### src/hdl/pma_pkg.sv
// Package with shared types and constants of the particle mover.
`default_nettype none
package pma_pkg;
    localparam int unsigned QW = 32;
    localparam logic [1:0] CMD_FORCE = 2'd0;
    localparam logic [1:0] CMD_TICK  = 2'd1;
    localparam logic [1:0] CMD_PULL  = 2'd2;
    localparam logic [1:0] CMD_NOP   = 2'd3;
    localparam logic [1:0] REG_MASS  = 2'd0;
    localparam logic [1:0] REG_GAIN  = 2'd1;
    localparam logic [1:0] REG_EDGE  = 2'd2;
    localparam logic [1:0] REG_SPARE = 2'd3;
    localparam logic [63:0] DIST_LOW  = 64'd655360;
    localparam logic [63:0] DIST_HIGH = 64'd1638400;

    typedef struct packed {
        logic [1:0]  command;
        logic signed [31:0] force_x;
        logic signed [31:0] force_y;
        logic signed [31:0] other_x;
        logic signed [31:0] other_y;
        logic [15:0] other_mass;
    } in_item_t;

    typedef struct packed {
        logic signed [31:0] pos_x;
        logic signed [31:0] pos_y;
        logic signed [31:0] vel_x;
        logic signed [31:0] vel_y;
        logic signed [31:0] pull_x;
        logic signed [31:0] pull_y;
    } out_item_t;

    typedef struct packed {
        logic [1:0]  index;
        logic [15:0] data;
    } cfg_item_t;

    // Control between the sequencer and the divide/root unit.
    typedef struct packed {
        logic        start;
        logic        is_sqrt;
        logic [63:0] num;
        logic [63:0] den;
    } dv_req_t;

    typedef struct packed {
        logic        done;
        logic [63:0] result;
    } dv_rsp_t;

    // Saturate a 64-bit signed value to 32 bits.
    function automatic logic signed [31:0] sat32(input logic signed [63:0] v);
        logic signed [63:0] mx;
        logic signed [63:0] mn;
        mx = 64'sd2147483647;
        mn = -64'sd2147483648;
        if (v > mx) return 32'sh7fffffff;
        if (v < mn) return 32'sh80000000;
        return v[31:0];
    endfunction
endpackage
`default_nettype wire

### src/hdl/pma_divsqrt.sv
// Shared iterative unit: 64-bit restoring divide or integer square root.
`default_nettype none
module pma_divsqrt (
    input  wire logic            clk,
    input  wire logic            rst_n,
    input  wire pma_pkg::dv_req_t req,
    output pma_pkg::dv_rsp_t     rsp
);
    logic        busy_reg;
    logic        sqrt_reg;
    logic [6:0]  cnt_reg;
    logic [63:0] rem_reg;
    logic [63:0] quo_reg;
    logic [63:0] den_reg;
    logic [63:0] num_reg;
    logic [63:0] rem_next;
    logic [63:0] quo_next;
    logic [63:0] num_next;
    logic [64:0] trial;

    // One quotient bit or one root bit per cycle.
    always_comb
    begin
        rem_next = rem_reg;
        quo_next = quo_reg;
        num_next = num_reg;
        trial    = '0;
        if (sqrt_reg)
        begin
            rem_next = {rem_reg[61:0], num_reg[63:62]};
            num_next = {num_reg[61:0], 2'b00};
            trial = {1'b0, rem_next} - {1'b0, quo_reg[61:0], 2'b01};
            if (!trial[64])
            begin
                rem_next = trial[63:0];
                quo_next = {quo_reg[62:0], 1'b1};
            end
            else
            begin
                quo_next = {quo_reg[62:0], 1'b0};
            end
        end
        else
        begin
            trial = {rem_reg, num_reg[63]} - {1'b0, den_reg};
            num_next = {num_reg[62:0], 1'b0};
            if (!trial[64])
            begin
                rem_next = trial[63:0];
                quo_next = {quo_reg[62:0], 1'b1};
            end
            else
            begin
                rem_next = {rem_reg[62:0], num_reg[63]};
                quo_next = {quo_reg[62:0], 1'b0};
            end
        end
    end

    always_ff @(posedge clk or negedge rst_n)
    begin
        if (!rst_n)
        begin
            busy_reg <= 1'b0;
            rsp.done <= 1'b0;
            cnt_reg  <= '0;
            sqrt_reg <= 1'b0;
        end
        else
        begin
            rsp.done <= 1'b0;
            if (req.start)
            begin
                busy_reg <= 1'b1;
                sqrt_reg <= req.is_sqrt;
                cnt_reg  <= req.is_sqrt ? 7'd32 : 7'd64;
                num_reg  <= req.num;
                den_reg  <= req.den;
                rem_reg  <= '0;
                quo_reg  <= '0;
            end
            else if (busy_reg)
            begin
                rem_reg <= rem_next;
                quo_reg <= quo_next;
                num_reg <= num_next;
                cnt_reg <= cnt_reg - 7'd1;
                if (cnt_reg == 7'd1)
                begin
                    busy_reg   <= 1'b0;
                    rsp.done   <= 1'b1;
                    rsp.result <= quo_next;
                end
            end
        end
    end
endmodule
`default_nettype wire

### config.mk
export PLATFORM = sky130hd
export DESIGN_NAME = pma_divsqrt
export DESIGN_NICKNAME = d
export VERILOG_FILES = /design/src/hdl/pma_pkg.sv /design/src/hdl/pma_divsqrt.sv
export SDC_FILE = /design/constraint.sdc
export NUM_CORES = 1
export LEC_CHECK = 0
export BUFFER_PORTS_ARGS = -buffer_cell sky130_fd_sc_hd__buf_2
export CORE_MARGIN = 2
export CORE_UTILIZATION = 34
export CTS_BUF_LIST = sky130_fd_sc_hd__clkbuf_16
export CTS_CLUSTER_SIZE = 30
export DETAILED_ROUTE_END_ITERATION = 7
export GPL_TIMING_DRIVEN = 0
export PLACE_DENSITY = 0.5
export SLEW_MARGIN = 20
export SYNTH_ARGS = -nofsm -noshare
export SYNTH_HDL_FRONTEND = slang
export SYNTH_SLANG_ARGS = --single-unit
### constraint.sdc
create_clock -name clk -period 5.8 [get_ports clk]
set_clock_uncertainty 0.2 [all_clocks]
set_input_delay 1.16 -clock clk [delete_from_list [all_inputs] [get_ports clk]]
set_output_delay 1.16 -clock clk [all_outputs]
set_load 0.02 [all_outputs]
==> results of run 1 <==
[cell families (layout without fill, tap and decap cells)]
kind of cell	count (synthesis)	count (layout)	share of synthesized area
other	0	3	0
adder cells (fa/ha/maj)	130	130	0.0725
multiplexers	137	137	0.0611
flip-flops	329	329	0.436
XOR/XNOR	117	117	0.0454
buffers and inverters	300	573	0.0533
AO/OA/AOI/OAI	702	702	0.207
AND/OR/NAND/NOR	639	639	0.125
[routing by layer]
| layer | track usage | part of all wire | up-vias |
|---|---|---|---|
| met4 | 0.0687 | 0.033 | 20 |
| met5 | 0 | 0.0018 | - |
| li1 | - | - | 9196 |
| met3 | 0.0511 | 0.070 | 141 |
| met2 | 0.344 | 0.45 | 608 |
| met1 | 0.292 | 0.45 | 9117 |
[power by group through the flow]
stage | registers, mW | logic [mW] | clock network [mW]
2_1_floorplan | 3.11 | 2.51 | 0
3_3_place_gp | 3.22 | 3.52 | 0
3_5_place_dp | 3.21 | 3.54 | 0
4_1_cts | 3.17 | 3.56 | 2.65
5_1_grt | 3.20 | 3.94 | 2.72
6_report | 3.17 | 3.59 | 2.59
[area by class of cell]
| class | instances | area (um^2) | share of cell area |
|---|---|---|---|
| clock buffers | 40 | 1000 | 0.0384 |
| flip-flops and latches | 329 | 9830 | 0.377 |
| plain buffers | 132 | 573 | 0.0220 |
| multi-input cells | 1725 | 11500 | 0.442 |
| repair buffers | 201 | 1110 | 0.0427 |
| diodes | 3 | 7.51 | 0.000288 |
| inverters | 168 | 631 | 0.0242 |
| well taps | 864 | 1080 | 0.0414 |
| clock inverters | 32 | 324 | 0.0124 |
[cells in the final DEF (no fill, tap or decap), types with 13 or more instances in the layout]
cell	n
ha_1	129
nand2_1	274
a32o_1	42
a211oi_1	13
nand4_1	36
a21o_1	51
o21bai_1	21
a31oi_1	22
nand3_1	39
clkbuf_1	91
buf_1	13
xor2_1	55
o21ai_0	169
o211ai_1	86
buf_2	213
mux2i_1	132
edfxtp_1	319
xnor2_1	62
nand2b_1	16
nor2_1	179
a21oi_1	178
nor3_1	27
inv_1	174
clkbuf_16	40
[per-stage QoR]
step / total power [mW] / hold slack, ns / setup TNS (ns) / instance area (um^2)
floorplan: 5.61 / 0.226 / 0 / 22500
global route: 9.86 / 0.275 / 0 / 26100
global placement: 6.74 / 0.241 / -378.94 / 24600
finish: 9.35 / 0.257 / 0 / 26100
CTS: 9.37 / 0.261 / 0 / 26100
detailed placement: 6.75 / 0.239 / 0 / 24800
[how the worst max path moves through the flow]
stage | start | endpoint | slack (ns) | cells after the start
after global placement | rst_n | num_reg[40]$_DFFE_PP_ | -2.88 | 2
final | num_reg[63]$_DFFE_PP_ | rem_reg[1]$_SDFFCE_PP0P_ | 0.40 | 15
after global routing | rem_reg[8]$_SDFFCE_PP0P_ | rem_reg[21]$_SDFFCE_PP0P_ | 0.22 | 13
after CTS | rem_reg[3]$_SDFFCE_PP0P_ | rem_reg[24]$_SDFFCE_PP0P_ | 0.37 | 13
after floorplan | req[129] | num_reg[0]$_SDFFCE_PN0P_ | 0.45 | 4
after detailed placement | rem_reg[3]$_SDFFCE_PP0P_ | rem_reg[24]$_SDFFCE_PP0P_ | 0.39 | 13
[repair_timing]
item,4_1_cts,5_1_grt
resized for setup,0,1
hold buffers,0,0
endpoints found under the setup margin,0,2
[critical path: stages (launching register included)]
cell and delay [ns]:
edfxtp_1 0.43, inv_1 0.09, ha_1 0.22, fa_1 0.41, nand2b_1 0.19, a21oi_1 0.20, o211ai_1 0.23, a211oi_1 0.51
o31ai_2 0.23, a21oi_1 0.45, a22o_1 0.45, or2_1 0.17, buf_6 0.12, clkbuf_1 0.73, o21ai_0 0.17, a221o_1 0.35
==> flow_summary.ini, run 1 <==
[power]
p_per_area_nw_per_um2 = 358
p_switching_mw = 3.59
ir_drop_v = 0.000178
cellLeakagePower_nw = 10.8
pwr-share-seq = 0.339
p_comb_frac = 0.384
p_clk_frac = 0.277
p_sw_frac = 0.384
intPower_mw = 5.76

[routing]
drt-pass1-iter-count = 6
drc_errors = 0
wire_per_inst_um = 21.6
final_antenna_net_count = 0
drt_wl_total_mm = 75.6
num_vias = 19100
viasPerCell = 5.46
drt_iter0_markers = 1438

[timing]
tightestPinTransition_ns = 1.10
grt_setup_unrepaired = false
slew_violations = 0
final.min_clock_period_ns = 5.40
hold_violations = 0
setup_ws_ns = 0.397
max_freq_mhz = 185
period_share = 0.932
setup_viol = 0
max_slew_margin = 0.265

[yosys]
synth_edf_count = 319
synthesis.nets = 2616
async_reset_ff_frac = 0.0304
synth_area_leader_cell = edfxtp_1
ys_types = 85
synth_seq_cells = 329
ys.flop_type = edfxtp_1
yosysMostFrequentCell = edfxtp_1
synthTopCellsByCount = edfxtp_1, nand2_1, nor2_1
synthTopCellsByArea = edfxtp_1, ha_1, mux2i_1
synth_seq_area_share = 0.436
ys_warn_count = 0
netlist.area_leader.share = 0.425
syn-cell-area_um2 = 22500
synthCells = 2354
syn_avg_cell_area_um2 = 9.58

[status]
status = finished, final reports clean

[clocking]
numCtsBuffers = 40
cts_root_buf = clkbuf_16
cts_sinks = 329
htree_levels = 2
clk_pin_slew_ns = 0.06
clockBufferDepth = 3
post-cts-setup-buffers = 0
insertion_delay_ns = 0.58
tritoncts = done

[cells_and_area]
area_growth_syn_to_layout_pct = 15.7
instances_no_fill = 3494
drive_above_1_share = 0.121
largest_reg_flops = 65
final_core_util = 0.397
nFillCells = 6536
top_register = rsp
nets = 2859

[worst_setup_path]
critPathLaunchType = flip-flop
crit_fanout = 10
crit_type = flip-flop to flip-flop
r2r_slack_ns = 0.40
required_ns = 5.93
critPathArrivalTime_ns = 5.54
rr_endpoint = rem_reg[1]$_SDFFCE_PP0P_
ff2ff_path_depth = 15
rr_startpoint = num_reg[63]$_DFFE_PP_
cp-end-kind = flip-flop

[global_route]
antenna_found_initial = 13
grt_overflow_total = 0
first_global_vias = 18700
grt_usage = 0.217
grt_max_degree = 79
grt_pass1_wl_mm = 113

[run]
cap_violations = 0

[worst_hold_path]
holdPathStages = 0
hold_start = quo_reg[62]$_SDFFCE_PP0P_
hold_end = rsp[63]$_DFFE_PP_
min_path_type = flip-flop to flip-flop

[place]
hpwl_mm = 57.8
port_buffers = 196
routabilityCongestion = 0.907
dpl.cell_count = 3419
place_ws_ns = 0.391

[die]
die_w_um = 262
initial_core_util = 0.343
die_h_um = 262
core_um2 = 65700
die_area_um2 = 68400
core.rowCount = 94
io_pins = 197
(Power assumes the default switching activity.)
==> run 2: changes to the inputs <==
--- a/config.mk
+++ b/config.mk
@@ -7,12 +7,12 @@
 export LEC_CHECK = 0
 export BUFFER_PORTS_ARGS = -buffer_cell sky130_fd_sc_hd__buf_2
 export CORE_MARGIN = 2
-export CORE_UTILIZATION = 34
+export CORE_UTILIZATION = 56
 export CTS_BUF_LIST = sky130_fd_sc_hd__clkbuf_16
 export CTS_CLUSTER_SIZE = 30
 export DETAILED_ROUTE_END_ITERATION = 7
 export GPL_TIMING_DRIVEN = 0
-export PLACE_DENSITY = 0.5
+export PLACE_DENSITY = 0.76
 export SLEW_MARGIN = 20
 export SYNTH_ARGS = -nofsm -noshare
 export SYNTH_HDL_FRONTEND = slang
==> constraint.sdc (replaced) <==
create_clock -name clk -period 5.5 [get_ports clk]
set_clock_uncertainty 0.2 [all_clocks]
set_input_delay 1.1 -clock clk [delete_from_list [all_inputs] [get_ports clk]]
set_output_delay 1.1 -clock clk [all_outputs]
set_load 0.02 [all_outputs]
==> flow_summary.ini, run 2 (synthesis gave the netlist of run 1 again) <==
[status]
status = finished, final reports clean

[clocking]
cts.repair.resized = 0
clockBufferDepth = 3
post-cts-setup-buffers = 0
numCtsBuffers = 37
clk_pin_slew_ns = 0.06
tritoncts = done
insertion_delay_ns = 0.57
cts_sinks = 329
htree_levels = 2
cts_root_buf = clkbuf_16
cts_hold_buf = 0

[place]
place_ws_ns = 0.148
port_buffers = 196
routabilityCongestion = 0.964
placed_cell_area_um2 = 24300
hpwl_mm = 51.9

[cells_and_area]
final_common_cell = edfxtp_1
area_growth_syn_to_layout_pct = 13.8
final_cell_mix = edfxtp_1, nand2_1, buf_2
top_register = rsp
largest_reg_flops = 65
drive_above_1_share = 0.121
nets = 2856
final_core_util = 0.646
fin_area_um2 = 25700

[timing]
slew_violations = 0
grt_setup_unrepaired = false
period_share = 0.967
hold_violations = 0
max_slew_margin = 0.192
setup_ws_ns = 0.182
setup_viol = 0
whs_ns = 0.265
max_freq_mhz = 188
final.min_clock_period_ns = 5.32
tightestPinTransition_ns = 1.21
tns_ns = 0

[power]
ir_drop_v = 0.000264
p_per_area_nw_per_um2 = 381
cellLeakagePower_nw = 10.8

[worst_setup_path]
cp-end-kind = flip-flop
critPathLaunchType = flip-flop
crit_type = flip-flop to flip-flop
crit_fanout = 10
required_ns = 5.62
critPathArrivalTime_ns = 5.44

[run]
cap_violations = 0

[routing]
drt_wl_total_mm = 68.2
wire_per_inst_um = 21.6
num_vias = 19500
drt_iter0_markers = 1956
drt-pass1-iter-count = 8
drc_errors = 0
viasPerCell = 6.19
final_antenna_net_count = 0

[worst_hold_path]
min_path_type = flip-flop to flip-flop

[global_route]
grt_max_degree = 86
grt_overflow_total = 0
antenna_found_initial = 2
grt_usage = 0.326
first_global_vias = 19200
grt_pass1_wl_mm = 105

[die]
core_um2 = 39700
die_area_um2 = 41900
initial_core_util = 0.568
die_w_um = 205
io_pins = 197
core.rowCount = 73
die_h_um = 205
-- run 2: through the flow --
step,total power [mW],std cells
3_5_place_dp,7.01,3080
5_1_grt,10.2,3148
2_1_floorplan,5.92,2354
4_1_cts,9.69,3148
6_report,9.77,3149
3_3_place_gp,6.93,3075
-- run 2: critical path, stage by stage (launching register included) --
cell      delay (ns)
edfxtp_1        0.55
ha_1            0.36
clkbuf_2        0.17
nand3_1         0.17
or3_1           0.41
o221ai_4        0.38
a31oi_2         0.33
o21ai_2         0.40
a211oi_1        0.23
nor2_1          0.41
buf_2           0.50
mux2i_1         0.48
o21ai_0         0.16
o221a_2         0.29
-- run 2: area by class of cell --
type | instances | area, um^2
Sequential cell | 329 | 9830
Buffer | 132 | 572
Fill cell | 3307 | 14100
Multi-Input combinational cell | 1725 | 11600
Timing Repair Buffer | 201 | 1110
Tap cell | 525 | 657
Antenna cell | 1 | 2.50
Inverter | 168 | 631
Clock buffer | 39 | 976
Clock inverter | 29 | 327
-- run 2: report_power, final --
| group | leakage (nW) | total [mW] | internal [mW] | switching [mW] |
|---|---|---|---|---|
| registers | 3.24 | 3.34 | 3.07 | 0.277 |
| logic | 6.93 | 3.75 | 1.40 | 2.35 |
| clock network | 0.660 | 2.68 | 1.62 | 1.06 |
-- run 2: metal layers --
metal	part of all wire	track usage	wire [um]	vias up
met5	0.00019	0	13	-
met4	0.034	0.124	2290	2
met3	0.085	0.0654	5780	142
met2	0.46	0.520	31100	856
met1	0.43	0.439	29000	9273
li1	-	-	-	9205
-- run 2: path summary, 6_finish.rpt --
path | from | end | slack, ns | depth (start not counted)
worst max-delay path | rem_reg[8]$_SDFFCE_PP0P_ | rem_reg[21]$_SDFFCE_PP0P_ | 0.18 | 13
worst max register to register | rem_reg[8]$_SDFFCE_PP0P_ | rem_reg[21]$_SDFFCE_PP0P_ | 0.18 | 13
min in group asynchronous | rst_n | cnt_reg[2]$_DFFE_PN0N_ | 0.32 | 1
worst min-delay path | quo_reg[62]$_SDFFCE_PP0P_ | rsp[63]$_DFFE_PP_ | 0.26 | 0
worst min register to register | quo_reg[62]$_SDFFCE_PP0P_ | rsp[63]$_DFFE_PP_ | 0.26 | 0
max in group asynchronous | rst_n | cnt_reg[1]$_DFFE_PN0N_ | 4.43 | 1
